File: config.mk
export PLATFORM = sky130hd
export DESIGN_NAME = lpi_div_step
export DESIGN_NICKNAME = d
export VERILOG_FILES = /design/src/rtl/lpi_pkg.sv /design/src/rtl/lpi_div_step.sv
export SDC_FILE = /design/constraint.sdc
export NUM_CORES = 1
export LEC_CHECK = 0
export BUFFER_PORTS_ARGS = -buffer_cell sky130_fd_sc_hd__clkbuf_2
export CAP_MARGIN = 40
export CORE_AREA = 2 2 204 206
export DETAILED_ROUTE_END_ITERATION = 8
export DIE_AREA = 0 0 206 208
export PLACE_DENSITY = 0.62
export RECOVER_POWER = 100
export SYNTH_ARGS = -nofsm -noshare
export SYNTH_HDL_FRONTEND = slang
export SYNTH_SLANG_ARGS = --single-unit
File: constraint.sdc
create_clock -name i_clk -period 9.6 [get_ports i_clk]
set_input_delay 0.96 -clock i_clk [delete_from_list [all_inputs] [get_ports i_clk]]
set_output_delay 0.96 -clock i_clk [all_outputs]
set_load 0.02 [all_outputs]
File: src/rtl/lpi_pkg.sv
// lpi_pkg: shared constants and the pipeline control struct of the line pair intersection core
// no dependencies; imported by every module of the core
package lpi_pkg;

    localparam int COORD_BITS_DEF = 24;

    // parallel threshold register
    localparam int THR_BITS = 24;
    localparam logic [THR_BITS-1:0] THR_RESET = 24'd1678;

    // Q16.16 result and the quotient that feeds it
    localparam int OUT_BITS  = 32;
    localparam int OUT_FRAC  = 16;
    localparam int QUO_BITS  = OUT_BITS + 1;
    localparam int PRE_SHIFT = QUO_BITS - OUT_FRAC;

    localparam logic [OUT_BITS-1:0] POS_MAX = {1'b0, {(OUT_BITS-1){1'b1}}};
    localparam logic [OUT_BITS-1:0] NEG_MIN = {1'b1, {(OUT_BITS-1){1'b0}}};

    typedef struct packed {
        logic valid;
        logic parallel;
        logic neg_u;
        logic neg_v;
        logic ovf_u;
        logic ovf_v;
    } t_ctrl;

endpackage

File: src/rtl/lpi_div_step.sv
// lpi_div_step: one restoring division step for both quotient lanes, registered
// depends on lpi_pkg
module lpi_div_step import lpi_pkg::*; #(
    parameter int SW = 2 * (COORD_BITS_DEF + 1) + 1
) (
    input  logic                           i_clk,
    input  logic                           i_rst_n,
    input  t_ctrl                          i_ctrl,
    input  logic [SW-1:0]                  i_dmag,
    input  logic [1:0][SW-1:0]             i_rem,
    input  logic [1:0][PRE_SHIFT-1:0]      i_low,
    input  logic [1:0][QUO_BITS-1:0]       i_quo,
    output t_ctrl                          o_ctrl,
    output logic [SW-1:0]                  o_dmag,
    output logic [1:0][SW-1:0]             o_rem,
    output logic [1:0][PRE_SHIFT-1:0]      o_low,
    output logic [1:0][QUO_BITS-1:0]       o_quo
);

    t_ctrl                      r_ctrl;
    logic [SW-1:0]              r_dmag;
    logic [1:0][SW-1:0]         r_rem, n_rem;
    logic [1:0][PRE_SHIFT-1:0]  r_low, n_low;
    logic [1:0][QUO_BITS-1:0]   r_quo, n_quo;

    always_comb begin
        logic [SW:0]   trial;
        logic [SW+1:0] diff;
        logic          ge;
        for (int l = 0; l < 2; l++) begin
            trial = {i_rem[l], i_low[l][PRE_SHIFT-1]};
            diff  = {1'b0, trial} - {2'b00, i_dmag};
            ge    = ~diff[SW+1];
            n_rem[l] = ge ? diff[SW-1:0] : trial[SW-1:0];
            n_quo[l] = {i_quo[l][QUO_BITS-2:0], ge};
            n_low[l] = {i_low[l][PRE_SHIFT-2:0], 1'b0};
        end
    end

    always_ff @(posedge i_clk) begin
        if (!i_rst_n) begin
            r_ctrl <= '0;
        end else begin
            r_ctrl <= i_ctrl;
        end
    end

    always_ff @(posedge i_clk) begin
        r_dmag <= i_dmag;
        r_rem  <= n_rem;
        r_low  <= n_low;
        r_quo  <= n_quo;
    end

    assign o_ctrl = r_ctrl;
    assign o_dmag = r_dmag;
    assign o_rem  = r_rem;
    assign o_low  = r_low;
    assign o_quo  = r_quo;

endmodule

**Word-level counts from Yosys, hierarchy flattened**

Cells that the tools add are included.

- $add $sub $neg: 2
- Multiply operators: 0
- Div/mod/pow operators: 0
- Magnitude comparators: 0
- Eq/ne operators: 0
- Shift operators: 0
- Muxes and demuxes: 2
- Bitwise logic cells: 2
- Reductions and logical operators: 0

Operators by type and width:

| operator | count |
|---|---|
| 52-bit by 51-bit subtractor with 53-bit output | 2 |
| 51-bit two-way mux | 2 |
| 1-bit inverter | 2 |

- Register bits: 257
- Latch bits: 0
- Bits in writable memories: 0
- ROM bits: 0
- Input port bits: 261
- Output and inout port bits: 259
- Word-level logic and storage cells: 19
- Memories: 0

**Longest topological paths before layout**

Gate-level depths: netlist of the first run.

- Depth after elaboration: 2
- Mapped depth: 16
- Depth with buffers taken out: 13

**Worst setup path before layout of the first run**

OpenSTA, ideal clock, no wires.

- Path type: input to register
- Start: input i_low[16] (netlist bit)
- End: register r_rem (netlist bit o_rem[28])
- Setup time: 0.121 ns
- Arrival time: 3.642 ns
- Data required time: 9.479 ns
- Slack: 5.836 ns
- Stages on the path: 14
- Path buffers: 2
- Cells stage by stage: inv_1 -> ha_1 -> fa_1 -> nand2b_1 -> a211oi_2 -> o211ai_2 -> a31oi_2 -> o21ai_2 -> a2111oi_4 -> a31oi_1 -> o21a_1 -> buf_6 -> buf_6 -> mux2_4

RTL lines:

| element | RTL line | RTL |
|---|---|---|
| start, declared | lpi_div_step.sv:11 | `input logic [1:0][PRE_SHIFT-1:0] i_low,` |
| end signal, assigned | lpi_div_step.sv:50 | `r_rem <= n_rem;` |
| end, declared | lpi_div_step.sv:22 | `logic [1:0][SW-1:0] r_rem, n_rem;` |

==> results of run 1 <==
## worst min path at each step
stage	startpoint	end	slack (ns)	depth (start not counted)
floorplan	i_dmag[0]	o_dmag[0]$_DFF_P_	0.99	0
global placement	i_quo[53]	o_quo[54]$_DFF_P_	1.06	1
detailed placement	i_quo[60]	o_quo[61]$_DFF_P_	1.06	1
CTS	i_quo[4]	o_quo[5]$_DFF_P_	0.45	1
global route	i_quo[4]	o_quo[5]$_DFF_P_	0.45	1
finish	i_quo[4]	o_quo[5]$_DFF_P_	0.49	1
## power by group through the flow
| stage | logic, mW | clock network (mW) | registers (mW) |
|---|---|---|---|
| after global routing | 0.927 | 1.25 | 1.25 |
| after global placement | 0.889 | 0 | 1.26 |
| final | 0.849 | 1.17 | 1.24 |
| after floorplan | 0.412 | 0 | 1.42 |
| after detailed placement | 0.891 | 0 | 1.26 |
| after CTS | 0.897 | 1.21 | 1.24 |
## kinds of logic (layout without fill, tap and decap cells)
group                    Yosys count  after routing  synth area share, %
XOR/XNOR                          92             92                6.665
buffers and inverters            121            650                4.233
other                              1              4              0.03102
AO/OA/AOI/OAI                    413            413                21.32
flip-flops                       257            257                42.55
adder cells (fa/ha/maj)          104            104                10.89
AND/OR/NAND/NOR                  325            325                12.70
multiplexers                      17             17                1.614
## area by class of cell
class | count | area share, %
Tap cell | 532 | 4.231
Timing Repair Buffer | 517 | 14.11
Multi-Input combinational cell | 953 | 40.51
Sequential cell | 257 | 32.71
Inverter | 77 | 1.837
Clock inverter | 13 | 0.9862
Clock buffer | 43 | 5.591
Antenna cell | 2 | 0.03181
## critical path, cell delays in order
cell	delay (ns)
clkbuf_1	0.11
ha_1	0.24
fa_1	0.43
nor2b_1	0.20
o31a_1	0.22
o211ai_1	0.17
a21oi_1	0.27
o21ai_1	0.22
a211oi_1	0.30
nor3_1	0.19
o21ai_0	2.36
buf_4	0.85
mux2_2	0.41
## metal layers
metal / wire [um] / share of wire, % / global-route usage (%) / up-vias
li1: - / - / - / 5730
met1: 17560 / 40 / 22.69 / 5331
met2: 21970 / 50 / 35.81 / 441
met3: 3132 / 7.1 / 3.728 / 66
met4: 1470 / 3.3 / 6.010 / 2
met5: 12 / 0.027 / 0 / -
## flip-flops by register name, indices dropped and copies added (netlist names)
| register | cells |
|---|---|
| o_quo | 66 |
| o_ctrl | 6 |
| o_low | 32 |
| o_dmag | 51 |
| o_rem | 102 |
## cells in the final DEF (no fill, tap or decap), drive strengths merged, types with 37 or more instances in the layout
cell type / netlist / final
nor2: 87 / 87
a21oi: 146 / 146
a21o: 43 / 43
ha: 102 / 102
inv: 77 / 77
nand2: 115 / 115
o21ai: 107 / 107
xnor2: 55 / 55
dfxtp: 257 / 257
clkbuf: 28 / 558
xor2: 37 / 37
==> flow_metrics.py, run 1 <==
metrics = {
    "worst_setup_path": {
        "cp-end-kind": "register",
        "cp-start-kind": "input port",
        "critPathKind": "input port to register",
        "crit_end": "o_rem[69]$_DFF_P_",
        "startpoint": "i_dmag[0]",
        "cp.required_ns": 10.05,
        "cp.arrival_ns": 6.99,
        "crit_fanout": 65,
    },
    "cts": {
        "ctsHoldBuffers": 0,
        "clockBufferDepth": 3,
        "post_cts_resize_count": 0,
        "cts_setup_buffers": 0,
        "cts_tree": "done",
        "numCtsBuffers": 30,
        "clk_pin_slew_ns": 0.07,
        "htree_levels": 1,
        "clkSinkCount": 257,
        "root_buffer": "clkbuf_16",
    },
    "layout": {
        "syn_to_final_growth_pct": 30.11,
        "drive_above_1_share_pct": 15.97,
        "final_cell_area_sq_um": 15730,
        "multi_input_area_sq_um": 6372,
        "fin_nets": 2201,
        "register_area_sq_um": 5145,
        "final_util_pct": 38.79,
        "stdcell_count": 2394,
        "fillers": 4267,
    },
    "pwr": {
        "clockPowerShare_pct": 36.0,
        "combPwrFrac_pct": 26.1,
        "power_leakage_nw": 7.021,
        "switching_share_pct": 33.13,
        "p_int_mw": 2.179,
        "power.switching_mw": 1.079,
        "finalPower_mw": 3.258,
        "p_seq_share_pct": 37.9,
        "irDropWorstVdd_v": 0.0001354,
        "power_density_nw_per_um2": 207.1,
    },
    "timing": {
        "max_slew_margin_pct": -110.6,
        "clock.fmax_ghz": 0.1528,
        "grt_setup_unrepaired": "no",
        "max_slew.worst_pin.slew_ns": 3.125,
        "post-route-min-period_ns": 6.544,
        "finalCritPeriodShare_pct": 68.16,
        "setup_tns_ns": 0,
        "slew_viol_final": 27,
        "hold_viol": 0,
        "final.setup.worst_slack_ns": 3.056,
        "holdWs_ns": 0.4889,
        "setup_violations": 0,
    },
    "yosys": {
        "postSynthCellCount": 1330,
        "asyncSetResetFlopFracSynth_pct": 0,
        "ys_types": 75,
        "synth_seq_cells": 257,
        "synth_top_area_share_pct": 42.55,
        "synth_edf_count": 0,
        "yosys.area.top_type": "dfxtp_1",
        "yosysMostFrequentCell": "dfxtp_1",
        "ys.flop_type": "dfxtp_1",
        "ys_seq_area_share_pct": 42.55,
        "syn_area_per_cell_sq_um": 9.090,
        "yosysWarnings": 0,
        "synth.cell_area_sq_um": 12090,
        "synth_area_leaders": "dfxtp_1 (43%), ha_1 (11%), a21oi_1 (6.0%)",
        "synthTopCellsByCount": "dfxtp_1 (257), a21oi_1 (146), nand2_1 (115), ha_1 (102), nor2_1 (87)",
    },
    "floorplanning": {
        "start_util_pct": 29.81,
        "coreArea_sq_um": 40550,
        "die_height_um": 208,
        "die-area_sq_um": 42850,
        "rows": 74,
        "die_w_um": 206,
        "pin_count": 520,
    },
    "outcome": {
        "violations": "max-capacitance violations, max-slew violations",
        "outcome": "complete, but fails checks",
    },
    "detailed_routing": {
        "dr_total_vias": 11570,
        "ant_nets": 0,
        "drt-pass1-iter-count": 5,
        "wl_per_cell_um": 18.44,
        "avgViaCountPerCell": 4.833,
        "post-route-drc-count": 0,
        "wirelength_um": 44140,
        "drt_iter0_markers": 557,
    },
    "global_route": {
        "grt_pass1_wl_um": 64570,
        "overflow": 0,
        "grt_pass1_vias": 11439,
        "grt_max_degree": 74,
        "antenna_found_initial": 2,
        "grt_use_total_pct": 19.55,
    },
    "run": {
        "cap_viol_max_count": 1,
    },
    "worst_hold_path": {
        "hold_path_class": "input port to register",
    },
    "place": {
        "gp_congestion": 0.9191,
        "post_dp_cell_area_sq_um": 15140,
        "place_ws_ns": 4.343,
        "hpwl_um": 36660,
        "numPortBuffers": 515,
        "dp.cells": 2336,
    },
}
Note: power is estimated with default switching activity, not from simulation.
==> inputs of run 2 (changes only) <==
--- a/config.mk
+++ b/config.mk
@@ -7,10 +7,10 @@
 export LEC_CHECK = 0
 export BUFFER_PORTS_ARGS = -buffer_cell sky130_fd_sc_hd__clkbuf_2
 export CAP_MARGIN = 40
-export CORE_AREA = 2 2 204 206
+export CORE_AREA = 2 2 201 203
 export DETAILED_ROUTE_END_ITERATION = 8
-export DIE_AREA = 0 0 206 208
-export PLACE_DENSITY = 0.62
+export DIE_AREA = 0 0 203 205
+export PLACE_DENSITY = 0.66
 export RECOVER_POWER = 100
 export SYNTH_ARGS = -nofsm -noshare
 export SYNTH_HDL_FRONTEND = slang
==> constraint.sdc (replaced) <==
create_clock -name i_clk -period 5.4 [get_ports i_clk]
set_input_delay 0.54 -clock i_clk [delete_from_list [all_inputs] [get_ports i_clk]]
set_output_delay 0.54 -clock i_clk [all_outputs]
set_load 0.02 [all_outputs]
==> flow_metrics.py, run 2 (synthesized netlist as in run 1, its figures left out) <==
metrics = {
    "timing": {
        "max_slew.worst_pin.slew_ns": 1.409,
        "post-route-min-period_ns": 4.432,
        "setup_violations": 0,
        "holdWs_ns": 0.05280,
        "slew_viol_final": 0,
        "clock.fmax_ghz": 0.2256,
        "grt_setup_unrepaired": "no",
        "setup_tns_ns": 0,
        "hold_viol": 0,
        "max_slew_margin_pct": 6.082,
        "finalCritPeriodShare_pct": 82.07,
    },
    "floorplanning": {
        "coreArea_sq_um": 39370,
        "pin_count": 520,
        "die-area_sq_um": 41620,
        "die_w_um": 203,
        "start_util_pct": 30.71,
        "die_height_um": 205,
        "rows": 73,
    },
    "run": {
        "cap_viol_max_count": 0,
    },
    "pwr": {
        "irDropWorstVdd_v": 0.0002359,
        "power_leakage_nw": 7.052,
        "power_density_nw_per_um2": 374.9,
        "finalPower_mw": 5.929,
    },
    "worst_setup_path": {
        "slowest_delay_ns": 0.69,
        "worst_path_dominant_cell_family": "compound AO/OA/AOI/OAI gates",
        "cp.required_ns": 5.89,
        "path_cells": "clkbuf_1, ha_1, fa_1, nand2b_1, a211oi_1, o211ai_1, a31oi_1, o21ai_2, a2111oi_4, a31oi_1, o21a_2, buf_4, o31ai_1",
        "cp.arrival_ns": 4.92,
        "cp-start-kind": "input port",
        "crit_slowest_cell": "o21a_2",
        "cpMostUsedCell": "a31oi_1",
        "cp-end-kind": "register",
        "crit_fanout": 80,
        "critPathKind": "input port to register",
        "worst-path-buf-inv": 2,
    },
    "outcome": {
        "outcome": "completed",
    },
    "layout": {
        "fin_nets": 2205,
        "mostFrequentLayoutCells": "clkbuf_1 (309), dfxtp_1 (257), clkbuf_2 (212), a21oi_1 (146), nand2_1 (115)",
        "stdcell_count": 2389,
        "largest_reg_flops": 102,
        "final_cell_area_sq_um": 15820,
        "syn_to_final_growth_pct": 30.81,
        "drive_above_1_share_pct": 15.95,
        "final_common_cell": "clkbuf_1",
    },
    "global_route": {
        "grt_pass1_vias": 11377,
        "overflow": 0,
        "antenna_found_initial": 2,
        "grt_use_total_pct": 20.08,
        "grt_max_degree": 81,
        "grt_pass1_wl_um": 64390,
    },
    "detailed_routing": {
        "wirelength_um": 44310,
        "drt_iter0_markers": 476,
        "avgViaCountPerCell": 4.848,
        "ant_nets": 0,
        "dr_total_vias": 11581,
        "drt-pass1-iter-count": 4,
        "wl_per_cell_um": 18.55,
        "post-route-drc-count": 0,
    },
    "place": {
        "dp.cells": 2333,
        "gp_congestion": 0.9184,
        "numPortBuffers": 515,
        "post_dp_cell_area_sq_um": 15170,
        "hpwl_um": 36990,
    },
    "cts": {
        "root_buffer": "clkbuf_16",
        "numCtsBuffers": 30,
        "clockBufferDepth": 3,
        "cts_tree": "done",
        "post_cts_resize_count": 0,
        "ctsHoldBuffers": 0,
        "cts_setup_buffers": 0,
        "clk_pin_slew_ns": 0.06,
        "clkSinkCount": 257,
        "htree_levels": 1,
    },
    "worst_hold_path": {
        "hold_path_class": "input port to register",
    },
}
## run 2: changes by cell type in the layout (fill, tap and decap cells not counted), moves of 2 or more
cell / change
clkinv_4: -4
clkbuf_2: -5
clkbuf_1: +6
clkinv_2: +3
clkinvlp_4: -2
bufinv_16: +3
## run 2: area by class of cell
class / count / area, sq um
clock inverter: 14 / 232.7
multi-input combinational: 953 / 6396
tap: 525 / 656.9
inverter: 77 / 289.0
clock buffer: 40 / 858.3
sequential: 257 / 5145
antenna: 2 / 5.005
fill: 4062 / 23550
timing repair buffer: 521 / 2232
## run 2: worst paths after layout
| check | endpoint | from | cells past startpoint | slack (ns) |
|---|---|---|---|---|
| setup / recovery | o_rem[30]$_DFF_P_ | i_dmag[0] | 13 | 0.97 |
| hold / removal | o_quo[56]$_DFF_P_ | i_quo[55] | 1 | 0.05 |
## run 2: power breakdown
group	switching (mW)	internal [mW]	total [mW]
combinational	0.997	0.517	1.51
clock	0.863	1.36	2.22
sequential	0.0702	2.13	2.20
## run 2: routing by layer
metal	global-route usage, %	share of wire (%)
met5	0	0
met4	5.970	3.0
met1	23.20	40
met3	4.136	6.5
met2	37.12	50
## run 2: metrics by stage
| step | setup WS [ns] | util (%) |
|---|---|---|
| after global routing | 0.6833 | 40.17 |
| after detailed placement | 0.9747 | 38.52 |
| final | 0.9683 | 40.17 |
| after global placement | 1.024 | 38.52 |
| after CTS | 1.554 | 41.30 |
| after floorplan | 2.056 | - |
==> inputs of run 3 (changes only) <==
--- a/config.mk
+++ b/config.mk
@@ -7,10 +7,10 @@
 export LEC_CHECK = 0
 export BUFFER_PORTS_ARGS = -buffer_cell sky130_fd_sc_hd__clkbuf_2
 export CAP_MARGIN = 40
-export CORE_AREA = 2 2 201 203
+export CORE_AREA = 2 2 205 207
 export DETAILED_ROUTE_END_ITERATION = 8
-export DIE_AREA = 0 0 203 205
-export PLACE_DENSITY = 0.66
+export DIE_AREA = 0 0 207 209
+export PLACE_DENSITY = 0.62
 export RECOVER_POWER = 100
 export SYNTH_ARGS = -nofsm -noshare
 export SYNTH_HDL_FRONTEND = slang
==> constraint.sdc (replaced) <==
create_clock -name i_clk -period 4.3 [get_ports i_clk]
set_input_delay 0.43 -clock i_clk [delete_from_list [all_inputs] [get_ports i_clk]]
set_output_delay 0.43 -clock i_clk [all_outputs]
set_load 0.02 [all_outputs]
==> flow_metrics.py, run 3 (synthesized netlist as in run 1, its figures left out) <==
metrics = {
    "global_route": {
        "grt_pass1_wl_um": 68790,
        "grt_max_degree": 61,
        "antenna_found_initial": 7,
        "overflow": 0,
        "grt_use_total_pct": 20.31,
        "grt_pass1_vias": 12239,
    },
    "floorplanning": {
        "pin_count": 520,
        "rows": 75,
        "die-area_sq_um": 43260,
        "die_w_um": 207,
        "start_util_pct": 29.28,
        "coreArea_sq_um": 41290,
        "die_height_um": 209,
    },
    "layout": {
        "register_area_sq_um": 5145,
        "largest_reg_flops": 102,
        "fillers": 4226,
        "multi_input_area_sq_um": 6435,
        "syn_to_final_growth_pct": 43.32,
        "fin_nets": 2353,
        "mostFrequentLayoutCells": "clkbuf_1 (305), dfxtp_1 (257), clkbuf_2 (214), a21oi_1 (146), dlygate4sd3_1 (143)",
        "final_util_pct": 41.97,
        "drive_above_1_share_pct": 15.47,
        "final_common_cell": "clkbuf_1",
    },
    "detailed_routing": {
        "drt_iter0_markers": 665,
        "dr_total_vias": 12190,
        "avgViaCountPerCell": 4.777,
        "met2WireLength_um": 22900,
        "wirelength_um": 46680,
        "ant_nets": 0,
        "wl_per_cell_um": 18.29,
        "drt-pass1-iter-count": 5,
        "wl_met1_um": 18780,
        "post-route-drc-count": 0,
        "met3_length_um": 2881,
        "top_layer_used": "met5",
    },
    "worst_setup_path": {
        "startpoint": "i_dmag[0]",
        "cp-end-kind": "register",
        "cp.arrival_ns": 4.56,
        "cp.required_ns": 4.75,
        "cp-start-kind": "input port",
        "crit_fanout": 60,
        "critPathKind": "input port to register",
        "crit_end": "o_rem[96]$_DFF_P_",
    },
    "cts": {
        "numCtsBuffers": 30,
        "clkSinkCount": 257,
        "post_cts_resize_count": 0,
        "clk_pin_slew_ns": 0.06,
        "cts_tree": "done",
        "root_buffer": "clkbuf_16",
        "htree_levels": 1,
        "clockBufferDepth": 3,
    },
    "outcome": {
        "outcome": "completed",
    },
    "pwr": {
        "power_leakage_nw": 7.673,
        "power_density_nw_per_um2": 436.0,
        "irDropWorstVdd_v": 0.0003601,
    },
    "timing": {
        "max_slew_margin_pct": 54.91,
        "max_slew.worst_pin.slew_ns": 0.6764,
        "setup_violations": 0,
        "hold_viol": 0,
        "holdWs_ns": 0.06969,
        "slew_viol_final": 0,
        "grt_setup_unrepaired": "no",
        "setup_tns_ns": 0,
        "clock.fmax_ghz": 0.2436,
        "post-route-min-period_ns": 4.105,
        "finalCritPeriodShare_pct": 95.45,
    },
    "place": {
        "gp_congestion": 0.8899,
        "numPortBuffers": 515,
        "hpwl_um": 36590,
    },
    "worst_hold_path": {
        "hold_path_class": "input port to register",
    },
    "run": {
        "cap_viol_max_count": 0,
    },
}
run 3: final cells by class:
class | instances | share of cell area (%)
multi-input cells | 953 | 37.14
flip-flops and latches | 257 | 29.69
repair buffers | 669 | 21.38
clock buffers | 39 | 4.997
well taps | 539 | 3.892
inverters | 77 | 1.668
clock inverters | 15 | 1.191
diodes | 3 | 0.04332
run 3: stage by stage:
step                instance area (sq um)  cells  total power [mW]  setup WS, ns
CTS                                 17740   2549             7.715        0.2057
floorplan                           12090   1331             4.079         1.066
detailed placement                  15230   2352             4.821        0.1666
global placement                    15230   2352             4.810        0.2161
global route                        17330   2552             7.916      0.007547
finish                              17330   2552             7.554        0.1955
run 3: worst min-delay path by stage:
| stage | from | end | slack (ns) | depth (start not counted) |
|---|---|---|---|---|
| floorplan | i_dmag[0] | o_dmag[0]$_DFF_P_ | 0.46 | 0 |
| global route | i_dmag[32] | o_dmag[32]$_DFF_P_ | 0.05 | 1 |
| global placement | i_quo[46] | o_quo[47]$_DFF_P_ | 0.53 | 1 |
| CTS | i_dmag[35] | o_dmag[35]$_DFF_P_ | 0.02 | 1 |
| finish | i_dmag[32] | o_dmag[32]$_DFF_P_ | 0.07 | 1 |
| detailed placement | i_low[9] | o_low[10]$_DFF_P_ | 0.53 | 1 |
run 3: what timing repair did:
action / CTS / global route
setup buffers: 0 / 0
endpoints found under the hold margin: 143 / 0
hold buffers: 143 / 0
setup endpoints to repair: 0 / 1
run 3: report_power, final:
| group | leakage (nW) | switching [mW] | internal [mW] |
|---|---|---|---|
| sequential | 2.17 | 0.0844 | 2.67 |
| combinational | 4.99 | 1.30 | 0.741 |
| clock | 0.511 | 1.09 | 1.66 |
run 3: per-layer routing:
metal | track usage [%] | up-vias
li1 | - | 6015
met1 | 23.10 | 5645
met2 | 36.20 | 424
met3 | 4.133 | 100
met4 | 9.901 | 6
met5 | 0 | -
run 3: worst max-delay path, cell delays in order:
cell and delay (ns):
dlygate4sd3_1 0.53, clkbuf_2 0.13, ha_1 0.23, fa_1 0.42, nor2b_1 0.19, o31a_1 0.22, o211ai_1 0.15, a21oi_1 0.27
o21ai_0 0.30, a211oi_1 0.40, nor3_2 0.12, o21ai_4 0.16, clkbuf_4 0.58, mux2_2 0.41
